### src/sv/srm_pkg.sv
// ----------------------------------------------------------------------------
// SPI register master package
// Command codes, sequencer phases and the state and result records shared
// by the sequencer step logic and the top level.
// ----------------------------------------------------------------------------
`default_nettype none

package srm_pkg;

  // Command codes carried with each request.
  localparam logic [2:0] OP_TICK   = 3'd0;
  localparam logic [2:0] OP_READ   = 3'd1;
  localparam logic [2:0] OP_WRITE  = 3'd2;
  localparam logic [2:0] OP_BBEGIN = 3'd3;
  localparam logic [2:0] OP_BREAD  = 3'd4;
  localparam logic [2:0] OP_BEND   = 3'd5;

  // Protocol constants.
  localparam logic [7:0] WRITE_FLAG = 8'h80;
  localparam logic [7:0] BURST_REG  = 8'h3C;

  // Bits per frame.
  localparam logic [4:0] BITS_REG   = 5'd16;
  localparam logic [4:0] BITS_BURST = 5'd8;

  localparam int unsigned HALF_W          = 16;
  localparam logic [HALF_W-1:0] HALF_RESET = 16'd1;

  // Sequencer phase, one-hot.
  typedef enum logic [2:0] {
    PH_IDLE = 3'b001,
    PH_LOW  = 3'b010,
    PH_HIGH = 3'b100
  } phase_t;

  typedef struct packed {
    phase_t      phase;
    logic [2:0]  active_cmd;
    logic [4:0]  bit_cnt;
    logic [15:0] half_cnt;
    logic [15:0] tx_shift;
    logic [7:0]  rx_shift;
    logic        sel_slave;
    logic [1:0]  sel_levels;
  } seq_state_t;

  typedef struct packed {
    logic       sclk;
    logic       mosi;
    logic       select_first_n;
    logic       select_second_n;
    logic       busy_res;
    logic       read_valid;
    logic [7:0] read_data;
    logic       command_done;
    logic       command_rejected;
  } seq_result_t;

endpackage

`default_nettype wire

### src/sv/spi_register_master_core.sv
// A request's result appears in the output register in the cycle after it is accepted.
// Throughput: one request per cycle unless the result stalls; sequencer state and output
// register both update in the accepting cycle, and in_tready stays high while results drain.
// Reset: synchronous, active low; both selects high, sequencer idle, half period of one tick.
// ----------------------------------------------------------------------------
// SPI register master core
// Mode-0 SPI master for two slaves, advanced by one clock tick per request.
// ----------------------------------------------------------------------------
`default_nettype none

module spi_register_master_core (
  input  wire logic                       clk,
  input  wire logic                       rst_n,
  // Configuration: half period length in ticks.
  input  wire logic                       cfg_wr_en,
  input  wire logic [srm_pkg::HALF_W-1:0] cfg_wr_data,
  // Request channel.
  input  wire logic                       in_tvalid,
  output logic                            in_tready,
  // tdata: reg_address[7:0], write_data[15:8], miso[16], zero pad[23:17]
  input  wire logic [23:0]                in_tdata,
  // tuser: operation[2:0], chip_select[3]
  input  wire logic [3:0]                 in_tuser,
  // Result channel.
  output logic                            out_tvalid,
  input  wire logic                       out_tready,
  // tdata: sclk[0], mosi[1], select_first_n[2], select_second_n[3], busy_res[4],
  //        read_valid[5], read_data[13:6], command_done[14], command_rejected[15]
  output logic [15:0]                     out_tdata
);
  import srm_pkg::*;

  logic [HALF_W-1:0] half_r;
  logic [HALF_W-1:0] half_nxt;
  seq_state_t        state_r;
  seq_state_t        state_nxt;
  seq_result_t       res_r;
  seq_result_t       res_nxt;
  logic              out_valid_r;
  logic              out_valid_nxt;
  logic              accept;

  // The result register frees up in the same cycle that it is taken.
  assign in_tready = !out_valid_r || out_tready;
  assign accept    = in_tvalid && in_tready;

  // Configuration write.
  assign half_nxt = cfg_wr_en ? cfg_wr_data : half_r;

  always_ff @(posedge clk) begin
    if (!rst_n) begin
      half_r <= HALF_RESET;
    end else begin
      half_r <= half_nxt;
    end
  end

  // Sequencer step for the incoming tick.
  srm_step u_step (
    .half_period (half_r),
    .operation   (in_tuser[2:0]),
    .chip_select (in_tuser[3]),
    .reg_address (in_tdata[7:0]),
    .write_data  (in_tdata[15:8]),
    .miso        (in_tdata[16]),
    .cur         (state_r),
    .nxt         (state_nxt),
    .res         (res_nxt)
  );

  // Sequencer state.
  always_ff @(posedge clk) begin
    if (!rst_n) begin
      state_r <= '{phase: PH_IDLE, active_cmd: 3'd0, bit_cnt: 5'd0, half_cnt: 16'd0,
                   tx_shift: 16'd0, rx_shift: 8'd0, sel_slave: 1'b0,
                   sel_levels: 2'b11};
    end else if (accept) begin
      state_r <= state_nxt;
    end
  end

  // Output register.
  assign out_valid_nxt = accept ? 1'b1 : (out_tready ? 1'b0 : out_valid_r);

  always_ff @(posedge clk) begin
    if (!rst_n) begin
      out_valid_r <= 1'b0;
    end else begin
      out_valid_r <= out_valid_nxt;
    end
  end

  always_ff @(posedge clk) begin
    if (accept) begin
      res_r <= res_nxt;
    end
  end

  assign out_tvalid = out_valid_r;
  assign out_tdata  = {res_r.command_rejected, res_r.command_done, res_r.read_data,
                       res_r.read_valid, res_r.busy_res, res_r.select_second_n,
                       res_r.select_first_n, res_r.mosi, res_r.sclk};

endmodule

`default_nettype wire

### src/sv/srm_step.sv
// ----------------------------------------------------------------------------
// SPI register master sequencer step
// Combinational next-state and pin-level logic for one clock tick request.
// ----------------------------------------------------------------------------
`default_nettype none

module srm_step (
  input  wire logic [srm_pkg::HALF_W-1:0] half_period,
  input  wire logic [2:0]                 operation,
  input  wire logic                       chip_select,
  input  wire logic [7:0]                 reg_address,
  input  wire logic [7:0]                 write_data,
  input  wire logic                       miso,
  input  wire srm_pkg::seq_state_t        cur,
  output srm_pkg::seq_state_t             nxt,
  output srm_pkg::seq_result_t            res
);
  import srm_pkg::*;

  logic [HALF_W-1:0] half;
  logic              is_cmd;
  logic              reg_cmd;
  logic [4:0]        total;
  logic [4:0]        bit_inc;
  logic              done;
  logic              valid;
  logic              rejected;
  logic [7:0]        rdata;

  // A zero half period behaves as one tick.
  assign half   = (half_period == '0) ? HALF_RESET : half_period;
  assign is_cmd = (operation == OP_READ) || (operation == OP_WRITE) ||
                  (operation == OP_BBEGIN) || (operation == OP_BREAD) ||
                  (operation == OP_BEND);
  assign reg_cmd = (cur.active_cmd == OP_READ) || (cur.active_cmd == OP_WRITE);
  assign total   = reg_cmd ? BITS_REG : BITS_BURST;
  assign bit_inc = cur.bit_cnt + 5'd1;

  // Sequencer update for this tick.
  always_comb begin
    nxt      = cur;
    done     = 1'b0;
    valid    = 1'b0;
    rejected = 1'b0;
    rdata    = 8'd0;
    case (cur.phase)
      PH_IDLE: begin
        if (is_cmd) begin
          nxt.sel_slave = chip_select;
          if (operation == OP_BEND) begin
            nxt.sel_levels[chip_select] = 1'b1;
            done = 1'b1;
          end else begin
            case (operation)
              OP_READ:   nxt.tx_shift = {reg_address, 8'd0};
              OP_WRITE:  nxt.tx_shift = {reg_address | WRITE_FLAG, write_data};
              OP_BBEGIN: nxt.tx_shift = {BURST_REG, 8'd0};
              default:   nxt.tx_shift = 16'd0;
            endcase
            if (operation != OP_BREAD) begin
              nxt.sel_levels[chip_select] = 1'b0;
            end
            nxt.active_cmd = operation;
            nxt.bit_cnt    = 5'd0;
            nxt.half_cnt   = 16'd1;
            nxt.rx_shift   = 8'd0;
            nxt.phase      = PH_LOW;
          end
        end
      end
      PH_LOW, PH_HIGH: begin
        rejected = is_cmd;
        if (cur.half_cnt >= half) begin
          if (cur.phase == PH_LOW) begin
            // Rising edge: sample MISO.
            nxt.phase    = PH_HIGH;
            nxt.half_cnt = 16'd1;
            nxt.rx_shift = {cur.rx_shift[6:0], miso};
          end else begin
            nxt.bit_cnt = bit_inc;
            if (bit_inc >= total) begin
              nxt.phase    = PH_IDLE;
              nxt.tx_shift = 16'd0;
              nxt.half_cnt = 16'd0;
              if (reg_cmd) begin
                nxt.sel_levels[cur.sel_slave] = 1'b1;
              end
              if ((cur.active_cmd == OP_READ) || (cur.active_cmd == OP_BREAD)) begin
                valid = 1'b1;
                rdata = cur.rx_shift;
              end
              done = 1'b1;
            end else begin
              nxt.phase    = PH_LOW;
              nxt.half_cnt = 16'd1;
              nxt.tx_shift = {cur.tx_shift[14:0], 1'b0};
            end
          end
        end else begin
          nxt.half_cnt = cur.half_cnt + 16'd1;
        end
      end
      default: begin
        nxt.phase = PH_IDLE;
      end
    endcase
  end

  // Pin levels after this tick.
  always_comb begin
    res.sclk             = (nxt.phase == PH_HIGH);
    res.mosi             = (nxt.phase != PH_IDLE) && nxt.tx_shift[15];
    res.select_first_n   = nxt.sel_levels[0];
    res.select_second_n  = nxt.sel_levels[1];
    res.busy_res         = (nxt.phase != PH_IDLE);
    res.read_valid       = valid;
    res.read_data        = rdata;
    res.command_done     = done;
    res.command_rejected = rejected;
  end

endmodule

`default_nettype wire

### config.mk
export PLATFORM = sky130hd
export DESIGN_NAME = spi_register_master_core
export DESIGN_NICKNAME = d
export VERILOG_FILES = /design/src/sv/srm_pkg.sv /design/src/sv/spi_register_master_core.sv /design/src/sv/srm_step.sv
export SDC_FILE = /design/constraint.sdc
export NUM_CORES = 1
export LEC_CHECK = 0
export BUFFER_PORTS_ARGS = -buffer_cell sky130_fd_sc_hd__buf_2
export CAP_MARGIN = 40
export CELL_PAD_IN_SITES_DETAIL_PLACEMENT = 2
export CELL_PAD_IN_SITES_GLOBAL_PLACEMENT = 2
export CORE_ASPECT_RATIO = 1.2
export CORE_UTILIZATION = 38
export DETAILED_ROUTE_END_ITERATION = 10
export GPL_TIMING_DRIVEN = 0
export HOLD_SLACK_MARGIN = 0.02
export PLACE_DENSITY_LB_ADDON = 0.1
export SLEW_MARGIN = 20
export SYNTH_ARGS = -nofsm -noshare
export SYNTH_HDL_FRONTEND = slang
export SYNTH_SLANG_ARGS = --single-unit
### constraint.sdc
create_clock -name clk -period 8.2 [get_ports clk]
set_clock_uncertainty 0.05 [all_clocks]
set_input_delay 1.23 -clock clk [delete_from_list [all_inputs] [get_ports clk]]
set_output_delay 1.23 -clock clk [all_outputs]
set_load 0.02 [all_outputs]
==> impl_metrics.ini <==
[drt]
route.vias.total = 4082
first_pass_iters = 4
drt_iter0_drc = 151
avgViaCountPerCell = 5.66
antenna_left = 0
wl_mm = 14.1
drc_errors = 0
wl_per_cell_um = 19.5

[synth]
yosysSeqAreaShare_pct = 41.9
synth_seq_cells = 87
synth.largest_area_cell = dfxtp_1
synth_area_sq_um = 4540
yosysWarnings = 0
synth_nets = 558
syn_inst = 488
ys_types = 63
async_flop_share_pct = 0
yosys.area.top_type_share_pct = 31.3
synth_commonest_cells = 71 x dfxtp_1, 41 x nor2_1, 33 x a21oi_1, 30 x inv_1, 26 x nand2_1
synth-edff-count = 16
synthTopCellsByArea = dfxtp_1 31%, edfxtp_1 11%, ha_1 5.8%, a21oi_1 3.6%, mux2i_1 3.5%
avgSynthCellArea_sq_um = 9.30
synth_most_common_cell = dfxtp_1
synth_top_flop_cell = dfxtp_1

[floorplan]
ios = 67
core_area_sq_um = 11600
rows = 43
fp.dieH_um = 122
floorplan.die_area_sq_um = 12400
die_w_um = 102
initial_utilization_pct = 39.1

[clock_network]
cts_buffers = 9
ctsHtreeMaxLevel = 3
cts_tree = yes
cts_resized = 0
clkLatencyLatePin_ps = 350
root_buffer = clkbuf_16
cts_sinks = 87
clockBufferDepth = 2
clk_pin_slew_worst_paths_ps = 70
post_cts_buffers = 0
hold_buffers = 0

[global_routing]
grtUsageTotal_pct = 24.3
grt_pass1_vias = 4508
grt_max_degree = 23
grt.overflow.total = 0
grt_pass1_wl_mm = 22.8
antenna_found_initial = 0

[timing]
holdWs_ps = 430
slew_headroom_pct = 45.3
drv_slew = 0
fmax_mhz = 288
fin_crit_sh_pct = 42.3
finalHoldViolations = 0
fin_tns_setup_ps = 0
setup_viol = 0
period_needed_ps = 3470
rsz0062_at_grt = false
worst_pin_slew_ps = 816

[power]
peakVddDrop_mv = 0.104
p_per_area_nw_per_um2 = 201
power_leakage_nw = 2.10

[setup_path]
critPathLaunchType = input port
critPathRequiredTime_ps = 8430
crit_path_max_fanout = 10
crit_arrival_ps = 3700
cp-end-kind = register
cp-startpoint = in_tuser[2]
rr_startpoint = half_r[5]$_SDFFE_PN0P_
critical_path_class = input port to register

[hold_path]
min_path_type = register to register
holdCritStartpoint = state_r[11]$_SDFFE_PN0P_

[finish]
drive_above_1_share_pct = 19.1
layout.nets = 629
antenna_cells = 0
fill_cells = 1319
area_growth_pct = 18.8

[flow_run]
cap_violations = 0

[run_status]
outcome = finished, final reports clean

[placed_design]
detailed_place_hpwl_mm = 10.3
gp_congestion = 0.774
io_buffers = 58
layout by cell type (no fill, tap or decap), types with 4 or more instances in the layout:
cell	n
xor2_1	5
buf_2	63
nor4_1	7
maj3_1	4
a211oi_1	6
a211oi_2	10
clkbuf_16	9
mux2i_1	16
and3_1	5
dfxtp_1	71
ha_1	21
nand4_1	6
inv_1	30
and2_1	9
a22o_1	8
o21ai_0	22
a21oi_1	33
a31oi_1	6
nand3_1	17
nor3_1	11
nor2_1	41
a22oi_1	15
edfxtp_1	16
nand2b_1	7
nand2_1	26
xnor2_1	9
clkbuf_1	14
stage by stage:
step	utilization, %	worst slack, ps	total power, mW	cells	instance area [sq um]
floorplan	-	5180	0.566	488	4540
global placement	43.2	4490	0.609	703	5030
detailed placement	43.2	4420	0.617	703	5030
CTS	46.2	4710	1.10	719	5370
global route	46.4	4620	1.13	721	5390
finish	46.4	4730	1.09	721	5390
final timing paths:
path                                      to  slack, ps  depth (start not counted)
hold reg to reg     state_r[11]$_SDFFE_PN0P_        430                          2
hold / removal      state_r[11]$_SDFFE_PN0P_        430                          2
setup / recovery    state_r[30]$_SDFFE_PN0P_       4730                          8
setup reg to reg  out_tdata[8]$_SDFFCE_PP0P_       4900                         11
routing by layer:
| layer | up-vias | share of wire, % | GRT usage, % |
|---|---|---|---|
| met3 | 22 | 2.0 | 2.87 |
| met1 | 2067 | 40 | 25.7 |
| li1 | 1934 | - | - |
| met4 | 0 | 2.1 | 10.1 |
| met5 | - | 0 | 0 |
| met2 | 59 | 56 | 47.4 |
area by class of cell:
type	instances	area [sq um]	area share [%]
well taps	157	196	3.64
repair buffers	60	313	5.80
multi-input cells	345	2390	44.3
clock buffers	9	225	4.18
flip-flops and latches	87	1900	35.3
inverters	30	113	2.09
clock inverters	7	120	2.23
plain buffers	26	134	2.48
state kept, by name (all words and copies together), names as in the netlist:
signal and count:
out_tdata 16, state_r 54, half_r 16, out_tvalid 1
cell families after synthesis:
kind of cell / after synthesis / synth area share (%)
AO/OA/AOI/OAI: 133 / 21.4
XOR/XNOR: 14 / 2.70
adder cells (fa/ha/maj): 25 / 6.67
buffers and inverters: 56 / 5.43
flip-flops: 87 / 41.9
multiplexers: 16 / 3.53
AND/OR/NAND/NOR: 157 / 18.3
critical path: stages:
cell and delay (ps):
buf_2 130, or3_1 390, nand2_1 190, o21a_1 160
clkbuf_1 470, buf_1 470, o21ai_1 420, nor2_1 210
power breakdown:
group	leakage [nW]	internal (mW)	total, mW	switching, mW
clock network	0.168	0.299	0.478	0.179
logic	1.19	0.0527	0.142	0.0895
registers	0.737	0.455	0.467	0.0119
No activity file was read; power rests on OpenSTA's default activity.
